==> config.mk <==
export PLATFORM = sky130hd
export DESIGN_NAME = aes_ctrl
export DESIGN_NICKNAME = d
export VERILOG_FILES = /design/src/sv/aes_pkg.sv /design/src/sv/aes_ctrl.sv
export SDC_FILE = /design/constraint.sdc
export NUM_CORES = 1
export LEC_CHECK = 0
export ABC_AREA = 1
export BUFFER_PORTS_ARGS = -buffer_cell sky130_fd_sc_hd__buf_2
export CORE_AREA = 4 4 41 43
export CTS_CLUSTER_DIAMETER = 150
export DETAILED_ROUTE_END_ITERATION = 8
export DIE_AREA = 0 0 45 47
export PLACE_DENSITY = 0.57
export SETUP_SLACK_MARGIN = 0.5
export SYNTH_ARGS = -nofsm -noshare
export SYNTH_HDL_FRONTEND = slang
export SYNTH_SLANG_ARGS = --single-unit
export TNS_END_PERCENT = 5
==> constraint.sdc <==
create_clock -name clk -period 2.5 [get_ports clk]
set_input_delay 0.625 -clock clk [delete_from_list [all_inputs] [get_ports clk]]
set_output_delay 0.625 -clock clk [all_outputs]
set_load 0.05 [all_outputs]
==> src/sv/aes_pkg.sv <==
// aes_pkg: shared types, constants, s-box tables and round functions
// used by the aes datapath, controller and top level
package aes_pkg;

    localparam int ROUNDS      = 10;
    localparam int BLOCK_BYTES = 16;
    localparam int BLOCK_W     = 8 * BLOCK_BYTES;
    localparam int RND_W       = $clog2(ROUNDS + 1);
    localparam logic [RND_W-1:0] LAST_RND = RND_W'(ROUNDS);
    localparam logic [7:0] RCON_INIT = 8'h01;
    localparam logic [7:0] GF_POLY   = 8'h1b;

    localparam logic CFG_KEY_HIGH = 1'b0;
    localparam logic CFG_KEY_LOW  = 1'b1;

    typedef struct packed {
        logic        req_type;
        logic [63:0] block_high;
        logic [63:0] block_low;
    } aes_req_t;

    typedef struct packed {
        logic [63:0] result_high;
        logic [63:0] result_low;
    } aes_res_t;

    typedef enum logic [1:0] {
        ST_KLOAD,
        ST_EXPAND,
        ST_IDLE,
        ST_RUN
    } aes_state_t;

    typedef struct packed {
        logic             load;
        logic             step;
        logic             last;
        logic             dec;
        logic             exp_load;
        logic             exp_step;
        logic [RND_W-1:0] rk_idx;
    } aes_cmd_t;

    localparam logic [7:0] FWD_BOX [256] = '{
        8'h63,8'h7c,8'h77,8'h7b,8'hf2,8'h6b,8'h6f,8'hc5,8'h30,8'h01,8'h67,8'h2b,8'hfe,8'hd7,8'hab,8'h76,
        8'hca,8'h82,8'hc9,8'h7d,8'hfa,8'h59,8'h47,8'hf0,8'had,8'hd4,8'ha2,8'haf,8'h9c,8'ha4,8'h72,8'hc0,
        8'hb7,8'hfd,8'h93,8'h26,8'h36,8'h3f,8'hf7,8'hcc,8'h34,8'ha5,8'he5,8'hf1,8'h71,8'hd8,8'h31,8'h15,
        8'h04,8'hc7,8'h23,8'hc3,8'h18,8'h96,8'h05,8'h9a,8'h07,8'h12,8'h80,8'he2,8'heb,8'h27,8'hb2,8'h75,
        8'h09,8'h83,8'h2c,8'h1a,8'h1b,8'h6e,8'h5a,8'ha0,8'h52,8'h3b,8'hd6,8'hb3,8'h29,8'he3,8'h2f,8'h84,
        8'h53,8'hd1,8'h00,8'hed,8'h20,8'hfc,8'hb1,8'h5b,8'h6a,8'hcb,8'hbe,8'h39,8'h4a,8'h4c,8'h58,8'hcf,
        8'hd0,8'hef,8'haa,8'hfb,8'h43,8'h4d,8'h33,8'h85,8'h45,8'hf9,8'h02,8'h7f,8'h50,8'h3c,8'h9f,8'ha8,
        8'h51,8'ha3,8'h40,8'h8f,8'h92,8'h9d,8'h38,8'hf5,8'hbc,8'hb6,8'hda,8'h21,8'h10,8'hff,8'hf3,8'hd2,
        8'hcd,8'h0c,8'h13,8'hec,8'h5f,8'h97,8'h44,8'h17,8'hc4,8'ha7,8'h7e,8'h3d,8'h64,8'h5d,8'h19,8'h73,
        8'h60,8'h81,8'h4f,8'hdc,8'h22,8'h2a,8'h90,8'h88,8'h46,8'hee,8'hb8,8'h14,8'hde,8'h5e,8'h0b,8'hdb,
        8'he0,8'h32,8'h3a,8'h0a,8'h49,8'h06,8'h24,8'h5c,8'hc2,8'hd3,8'hac,8'h62,8'h91,8'h95,8'he4,8'h79,
        8'he7,8'hc8,8'h37,8'h6d,8'h8d,8'hd5,8'h4e,8'ha9,8'h6c,8'h56,8'hf4,8'hea,8'h65,8'h7a,8'hae,8'h08,
        8'hba,8'h78,8'h25,8'h2e,8'h1c,8'ha6,8'hb4,8'hc6,8'he8,8'hdd,8'h74,8'h1f,8'h4b,8'hbd,8'h8b,8'h8a,
        8'h70,8'h3e,8'hb5,8'h66,8'h48,8'h03,8'hf6,8'h0e,8'h61,8'h35,8'h57,8'hb9,8'h86,8'hc1,8'h1d,8'h9e,
        8'he1,8'hf8,8'h98,8'h11,8'h69,8'hd9,8'h8e,8'h94,8'h9b,8'h1e,8'h87,8'he9,8'hce,8'h55,8'h28,8'hdf,
        8'h8c,8'ha1,8'h89,8'h0d,8'hbf,8'he6,8'h42,8'h68,8'h41,8'h99,8'h2d,8'h0f,8'hb0,8'h54,8'hbb,8'h16
    };

    localparam logic [7:0] INV_BOX [256] = '{
        8'h52,8'h09,8'h6a,8'hd5,8'h30,8'h36,8'ha5,8'h38,8'hbf,8'h40,8'ha3,8'h9e,8'h81,8'hf3,8'hd7,8'hfb,
        8'h7c,8'he3,8'h39,8'h82,8'h9b,8'h2f,8'hff,8'h87,8'h34,8'h8e,8'h43,8'h44,8'hc4,8'hde,8'he9,8'hcb,
        8'h54,8'h7b,8'h94,8'h32,8'ha6,8'hc2,8'h23,8'h3d,8'hee,8'h4c,8'h95,8'h0b,8'h42,8'hfa,8'hc3,8'h4e,
        8'h08,8'h2e,8'ha1,8'h66,8'h28,8'hd9,8'h24,8'hb2,8'h76,8'h5b,8'ha2,8'h49,8'h6d,8'h8b,8'hd1,8'h25,
        8'h72,8'hf8,8'hf6,8'h64,8'h86,8'h68,8'h98,8'h16,8'hd4,8'ha4,8'h5c,8'hcc,8'h5d,8'h65,8'hb6,8'h92,
        8'h6c,8'h70,8'h48,8'h50,8'hfd,8'hed,8'hb9,8'hda,8'h5e,8'h15,8'h46,8'h57,8'ha7,8'h8d,8'h9d,8'h84,
        8'h90,8'hd8,8'hab,8'h00,8'h8c,8'hbc,8'hd3,8'h0a,8'hf7,8'he4,8'h58,8'h05,8'hb8,8'hb3,8'h45,8'h06,
        8'hd0,8'h2c,8'h1e,8'h8f,8'hca,8'h3f,8'h0f,8'h02,8'hc1,8'haf,8'hbd,8'h03,8'h01,8'h13,8'h8a,8'h6b,
        8'h3a,8'h91,8'h11,8'h41,8'h4f,8'h67,8'hdc,8'hea,8'h97,8'hf2,8'hcf,8'hce,8'hf0,8'hb4,8'he6,8'h73,
        8'h96,8'hac,8'h74,8'h22,8'he7,8'had,8'h35,8'h85,8'he2,8'hf9,8'h37,8'he8,8'h1c,8'h75,8'hdf,8'h6e,
        8'h47,8'hf1,8'h1a,8'h71,8'h1d,8'h29,8'hc5,8'h89,8'h6f,8'hb7,8'h62,8'h0e,8'haa,8'h18,8'hbe,8'h1b,
        8'hfc,8'h56,8'h3e,8'h4b,8'hc6,8'hd2,8'h79,8'h20,8'h9a,8'hdb,8'hc0,8'hfe,8'h78,8'hcd,8'h5a,8'hf4,
        8'h1f,8'hdd,8'ha8,8'h33,8'h88,8'h07,8'hc7,8'h31,8'hb1,8'h12,8'h10,8'h59,8'h27,8'h80,8'hec,8'h5f,
        8'h60,8'h51,8'h7f,8'ha9,8'h19,8'hb5,8'h4a,8'h0d,8'h2d,8'he5,8'h7a,8'h9f,8'h93,8'hc9,8'h9c,8'hef,
        8'ha0,8'he0,8'h3b,8'h4d,8'hae,8'h2a,8'hf5,8'hb0,8'hc8,8'heb,8'hbb,8'h3c,8'h83,8'h53,8'h99,8'h61,
        8'h17,8'h2b,8'h04,8'h7e,8'hba,8'h77,8'hd6,8'h26,8'he1,8'h69,8'h14,8'h63,8'h55,8'h21,8'h0c,8'h7d
    };

    function automatic logic [7:0] xt(input logic [7:0] v);
        return {v[6:0], 1'b0} ^ (v[7] ? GF_POLY : 8'h00);
    endfunction

    function automatic logic [7:0] get_b(input logic [BLOCK_W-1:0] s, input int i);
        return s[BLOCK_W-1-8*i -: 8];
    endfunction

    function automatic logic [BLOCK_W-1:0] sbox_layer(input logic [BLOCK_W-1:0] s,
                                                      input logic inv);
        logic [BLOCK_W-1:0] t;
        t = '0;
        for (int i = 0; i < BLOCK_BYTES; i++)
        begin
            t[BLOCK_W-1-8*i -: 8] = inv ? INV_BOX[get_b(s, i)] : FWD_BOX[get_b(s, i)];
        end
        return t;
    endfunction

    function automatic logic [BLOCK_W-1:0] row_rotate(input logic [BLOCK_W-1:0] s,
                                                      input logic inv);
        logic [BLOCK_W-1:0] t;
        t = '0;
        for (int r = 0; r < 4; r++)
        begin
            for (int c = 0; c < 4; c++)
            begin
                t[BLOCK_W-1-8*(r*4+c) -: 8] =
                    inv ? get_b(s, r*4 + ((c - r + 4) % 4)) : get_b(s, r*4 + ((c + r) % 4));
            end
        end
        return t;
    endfunction

    function automatic logic [BLOCK_W-1:0] col_mix(input logic [BLOCK_W-1:0] s,
                                                   input logic inv);
        logic [BLOCK_W-1:0] t;
        logic [7:0] a0, a1, a2, a3;
        logic [7:0] x2, x4, x8, m2, m3, m9, m11, m13, m14;
        t = '0;
        for (int c = 0; c < 4; c++)
        begin
            for (int r = 0; r < 4; r++)
            begin
                a0 = get_b(s, ((r + 0) % 4) * 4 + c);
                a1 = get_b(s, ((r + 1) % 4) * 4 + c);
                a2 = get_b(s, ((r + 2) % 4) * 4 + c);
                a3 = get_b(s, ((r + 3) % 4) * 4 + c);
                // coefficient per operand position: fwd 2 3 1 1, inv 14 11 13 9
                x2 = xt(a0); x4 = xt(x2); x8 = xt(x4);
                m2 = x2; m14 = x8 ^ x4 ^ x2;
                x2 = xt(a1); x4 = xt(x2); x8 = xt(x4);
                m3 = x2 ^ a1; m11 = x8 ^ x2 ^ a1;
                x2 = xt(a2); x4 = xt(x2); x8 = xt(x4);
                m13 = x8 ^ x4 ^ a2;
                x2 = xt(a3); x4 = xt(x2); x8 = xt(x4);
                m9 = x8 ^ a3;
                t[BLOCK_W-1-8*(r*4+c) -: 8] =
                    inv ? (m14 ^ m11 ^ m13 ^ m9) : (m2 ^ m3 ^ a2 ^ a3);
            end
        end
        return t;
    endfunction

    function automatic logic [BLOCK_W-1:0] key_next(input logic [BLOCK_W-1:0] p,
                                                    input logic [7:0] rcon);
        logic [BLOCK_W-1:0] n;
        logic [7:0] v;
        n = '0;
        for (int r = 0; r < 4; r++)
        begin
            v = FWD_BOX[get_b(p, ((r + 1) % 4) * 4 + 3)] ^ get_b(p, r*4);
            if (r == 0)
            begin
                v = v ^ rcon;
            end
            n[BLOCK_W-1-8*(r*4) -: 8] = v;
            for (int c = 1; c < 4; c++)
            begin
                v = v ^ get_b(p, r*4 + c);
                n[BLOCK_W-1-8*(r*4+c) -: 8] = v;
            end
        end
        return n;
    endfunction

endpackage

==> src/sv/aes_ctrl.sv <==
// aes_ctrl: sequencer for key expansion and the ten cipher rounds
// depends on aes_pkg; issues aes_cmd_t to aes_dp
module aes_ctrl
    import aes_pkg::*;
(
    input  logic     clk,
    input  logic     rst_n,
    input  logic     start,
    input  logic     req_type,
    input  logic     key_wr,
    output logic     busy,
    output aes_cmd_t cmd
);

    aes_state_t       state_reg, state_next;
    logic [RND_W-1:0] cnt_reg, cnt_next;
    logic             dec_reg, dec_next;

    always_ff @(posedge clk or negedge rst_n)
    begin
        if (!rst_n)
        begin
            state_reg <= ST_KLOAD;
            cnt_reg   <= '0;
            dec_reg   <= 1'b0;
        end
        else
        begin
            state_reg <= state_next;
            cnt_reg   <= cnt_next;
            dec_reg   <= dec_next;
        end
    end

    always_comb
    begin
        state_next = state_reg;
        cnt_next   = cnt_reg;
        dec_next   = dec_reg;
        case (state_reg)
            ST_KLOAD:
            begin
                state_next = key_wr ? ST_KLOAD : ST_EXPAND;
                cnt_next   = RND_W'(1);
            end
            ST_EXPAND:
            begin
                cnt_next = cnt_reg + RND_W'(1);
                if (key_wr)
                begin
                    state_next = ST_KLOAD;
                end
                else if (cnt_reg == LAST_RND)
                begin
                    state_next = ST_IDLE;
                end
            end
            ST_IDLE:
            begin
                if (key_wr)
                begin
                    state_next = ST_KLOAD;
                end
                else if (start)
                begin
                    state_next = ST_RUN;
                    cnt_next   = RND_W'(1);
                    dec_next   = req_type;
                end
            end
            ST_RUN:
            begin
                cnt_next = cnt_reg + RND_W'(1);
                if (cnt_reg == LAST_RND)
                begin
                    state_next = ST_IDLE;
                end
            end
            default:
            begin
                state_next = ST_IDLE;
            end
        endcase
    end

    always_comb
    begin
        cmd  = '0;
        busy = 1'b1;
        case (state_reg)
            ST_KLOAD:
            begin
                cmd.exp_load = 1'b1;
            end
            ST_EXPAND:
            begin
                cmd.exp_step = 1'b1;
                cmd.rk_idx   = cnt_reg;
            end
            ST_IDLE:
            begin
                busy     = key_wr;
                cmd.load = start && !key_wr;
                cmd.rk_idx = req_type ? LAST_RND : '0;
            end
            ST_RUN:
            begin
                cmd.step   = 1'b1;
                cmd.dec    = dec_reg;
                cmd.last   = cnt_reg == LAST_RND;
                cmd.rk_idx = dec_reg ? LAST_RND - cnt_reg : cnt_reg;
            end
            default:
            begin
                cmd = '0;
            end
        endcase
    end

endmodule

# After elaboration in Yosys (flattened, before gate mapping)
# Index checks and enable logic that the tools add are counted.
# op_classes
add_sub_neg	2
n_eq_ne	7
mux	17
n_bitwise	1
n_reduce_logical	6
# ops
op	n
4-bit one-hot mux with 3 select lines	2
4-bit 2-to-1 mux	4
2-bit 2-to-1 mux	4
2-bit one-hot mux with 4 select lines	1
1-bit 2-to-1 mux	5
4-bit by 1-bit adder with 4-bit output, second input constant	1
2-bit == test, second input constant	2
4-bit == test, second input constant	1
2-bit inequality test, second input constant	2
4-bit subtractor, first input constant	1
3-bit 2-to-1 mux	1
3-bit inequality test, second input constant	1
3-bit AND reduction	1
2-bit by 1-bit == test with 1-bit output, second input constant	1
2-bit logical NOT	1
2-bit AND reduction	1
2-bit OR reduction	1
1-bit logical AND	1
1-bit logical NOT	1
1-bit inverter	1
# totals
regBits	7
inputBits	5

# Depth between registers and ports, before layout
# depth
word_depth	4
depth_mapped	7
mapped_depth_nobuf	7

# Worst setup path after synthesis
# Ideal clock, no wire load.
# synth_path
kind	reg2out
start	register state_reg[0]
end	output cmd[3] (netlist bit)
arrival_ns	1.494
slack_ns	0.381
path_stages_with_launch	7
cell_sequence	dfrtp_1 > inv_2 > nor2_2 > nand2_1 > nand2_1 > inv_1 > nand2_1
# synth_lines
item	line_no	source
start: declaration	aes_ctrl.sv:15	aes_state_t state_reg, state_next;
start signal: assignment	aes_ctrl.sv:29	state_reg <= state_next;
end: declaration	aes_ctrl.sv:12	output aes_cmd_t cmd

==> impl_metrics.csv <==
group,metric,value,unit
run_status,status,"complete, no violations",
detailed_routing,wl_per_cell,11.32,um
clock_tree,clk_pin_slew_worst_paths,60,ps
synth,synth_top_area_frac,0.3665,
timing,finClkSkew,2.279,ps
setup_path,worstPathRequired,1880,ps
synth,synth_area,478.0,um^2
global_routing,grt_pass1_vias,491,
cells_and_area,final_util,0.5413,
placed_design,io_buffers,15,
cells_and_area,n_antenna_cell,0,
floorplanning,initial_core_util,0.3673,
setup_path,r2r_slack,1400,ps
timing,setup_ws,472.3,ps
timing,fin_tns_setup,0,ps
clock_tree,cts_hold_buffers,0,
placed_design,post-dp-hpwl,894,um
setup_path,rr_startpoint,"cnt_reg[0]",
global_routing,grt_usage,0.1354,
worst_hold_path,worstHoldPathType,"primary input to async pin",
floorplanning,num_rows,13,
synth,synth_area_leader_cell,"dfrtp_1",
global_routing,grt_start_max_net_pins,8,
timing,hold_viol,0,
floorplanning,core_area,0.001301,mm^2
clock_tree,htreeDepth,1,
timing,slew_headroom,0.8328,
timing,report.final.slew_viol_count,0,
placed_design,gp_congestion,0.7397,
setup_path,critPathMaxFanout,3,
synth,ys_seq_area_frac,0.3665,
pwr,vdd_ir_drop_max,345.8,uV
setup_path,startpoint_type,"register",
synth,synthFlopType,"dfrtp_1",
synth,yosys_warnings,0,
placed_design,place_ws,556.3,ps
timing,finalCritPeriodShare,0.8111,
timing,fin_crit,2028,ps
setup_path,arrival,1400,ps
synth,synthTopCellsByArea,"dfrtp_1 (37%), nand2_1 (18%), inv_1 (7.9%)",
clock_tree,clock-sinks,7,
detailed_routing,post-route-drc-count,0,
clock_tree,cts_buffers,3,
cells_and_area,design_area,704.4,um^2
synth,synth_common_cells,"nand2_1 (23), inv_1 (10), nor2_1 (8)",
timing,grt_setup_unrepaired,"yes",
synth,synth_edf_count,0,
synth,synth-seq-cells,7,
clock_tree,clock_path_buffers,2,
clock_tree,cts-root-buf,"clkbuf_4",
pwr,power_density,523.4,mW/mm^2
clock_tree,clock_latency,250,ps
floorplanning,die_y,47,um
synth,synth_cells,72,
setup_path,rr_worst_depth,5,
pwr,p_leak,0.3925,nW
timing,worstMarginPinSlew,252.6,ps
detailed_routing,num_vias,526,
floorplanning,ios,16,
placed_design,dp_cells,102,
floorplanning,die_area,0.002115,mm^2
setup_path,r2r_end,"state_reg[0]",
cells_and_area,area_growth,47.38,%
global_routing,grt-ovfl-total,0,
cells_and_area,largest_reg_flops,4,
cells_and_area,fin_cells,113,
timing,setup_viol,0,
timing,fmax,493.2,MHz
cells_and_area,finalNetCount,106,
detailed_routing,drt_first_pass_iters,4,
global_routing,antenna_found_initial,0,
detailed_routing,ant_nets,0,
setup_path,path_class,"register to output pin",
clock_tree,cts_tree,"yes",
setup_path,endpoint_kind,"output pin",
synth,yosysMostFrequentCell,"nand2_1",
synth,syn-num-nets,79,
global_routing,grt_pass1_wl,2.063,mm
floorplanning,fp.dieW,45,um
synth,async_flop_share,1.000,
detailed_routing,vias_per_cell,4.655,
detailed_routing,drt_iter0_drc,13,
cells_and_area,drive_above_1_share,0.4184,
synth,avgSynthCellArea,6.638,um^2
synth,netlist-cell-type-count,16,
setup_path,startpoint,"cnt_reg[0]",
detailed_routing,finalWirelength,1.279,mm
flow_run,drv_cap,0,
placed_design,dpl_cell_area,579.3,um^2
## power breakdown
part           switching, W  internal, W  total [W]
Sequential        0.0000159     0.000124   0.000140
Combinational     0.0000684    0.0000548   0.000123
Clock             0.0000472    0.0000587   0.000106
## repair_timing
item	CTS	global route
endpoints found under the setup margin	5	7
pin swaps	4	4
buffers inserted	5	2
resized for setup	11	4
## logic make-up after synthesis
kind of cell / Yosys count / synth area share
xor gates and xnor gates: 1 / 0.01833
and+or+nand+nor: 41 / 0.3639
adders and majority gates: 2 / 0.05235
AOI/OAI and AO/OA: 8 / 0.09687
buffers and inverters: 13 / 0.1021
DFF: 7 / 0.3665
## layout by cell type (no fill, tap or decap)
| cell | instances |
|---|---|
| clkbuf_4 | 3 |
| nand4_1 | 3 |
| ha_4 | 1 |
| buf_2 | 11 |
| nor2_4 | 1 |
| nand2_2 | 1 |
| o21ai_0 | 1 |
| nand2_1 | 23 |
| a22oi_1 | 1 |
| dfrtp_2 | 2 |
| inv_1 | 9 |
| a21oi_1 | 2 |
| buf_6 | 2 |
| dfrtp_1 | 5 |
| clkinv_2 | 1 |
| xnor2_2 | 1 |
| nand3_1 | 4 |
| nor2_1 | 6 |
| inv_2 | 4 |
| buf_4 | 9 |
| o21ai_2 | 1 |
| nor2_2 | 3 |
| o21ai_1 | 3 |
| ha_2 | 1 |
## final cells by class
class                      instances  area [um^2]
multi-input combinational         52        286.5
timing repair buffer              22        145.1
sequential                         7        177.7
clock buffer                       3        22.52
clock inverter                     1        5.005
inverter                          13        48.80
tap                               15        18.77
fill                             133        596.8
## worst max-delay path: stages, from the launching register on
cell and delay, ps:
dfrtp_1 410, inv_2 90, ha_4 210, nor2_2 80, nor2_1 40, o21ai_1 70
nand3_1 90, buf_6 160
## layer usage
layer / track usage / share of wire
met3: 0.03448 / 0.046
met2: 0.2232 / 0.51
met4: 0.05263 / 0
met1: 0.1698 / 0.44
met5: 0 / 0
## how the worst max path moves through the flow
stage	end	slack, ps	cells after the start
finish	cmd[1]	470	7
global route	cmd[2]	380	5
CTS	cmd[1]	480	6
detailed placement	cmd[9]	560	5
global placement	cmd[9]	550	5
floorplan	cmd[3]	480	4
## per-stage QoR
stage	power, W	hold slack (ps)
after CTS	0.0003586	195.2
after global routing	0.0003973	187.4
after floorplan	0.0001996	329.4
after global placement	0.0002231	468.6
final	0.0003687	198.2
after detailed placement	0.0002220	471.1
No activity file was read; power rests on OpenSTA's default activity.
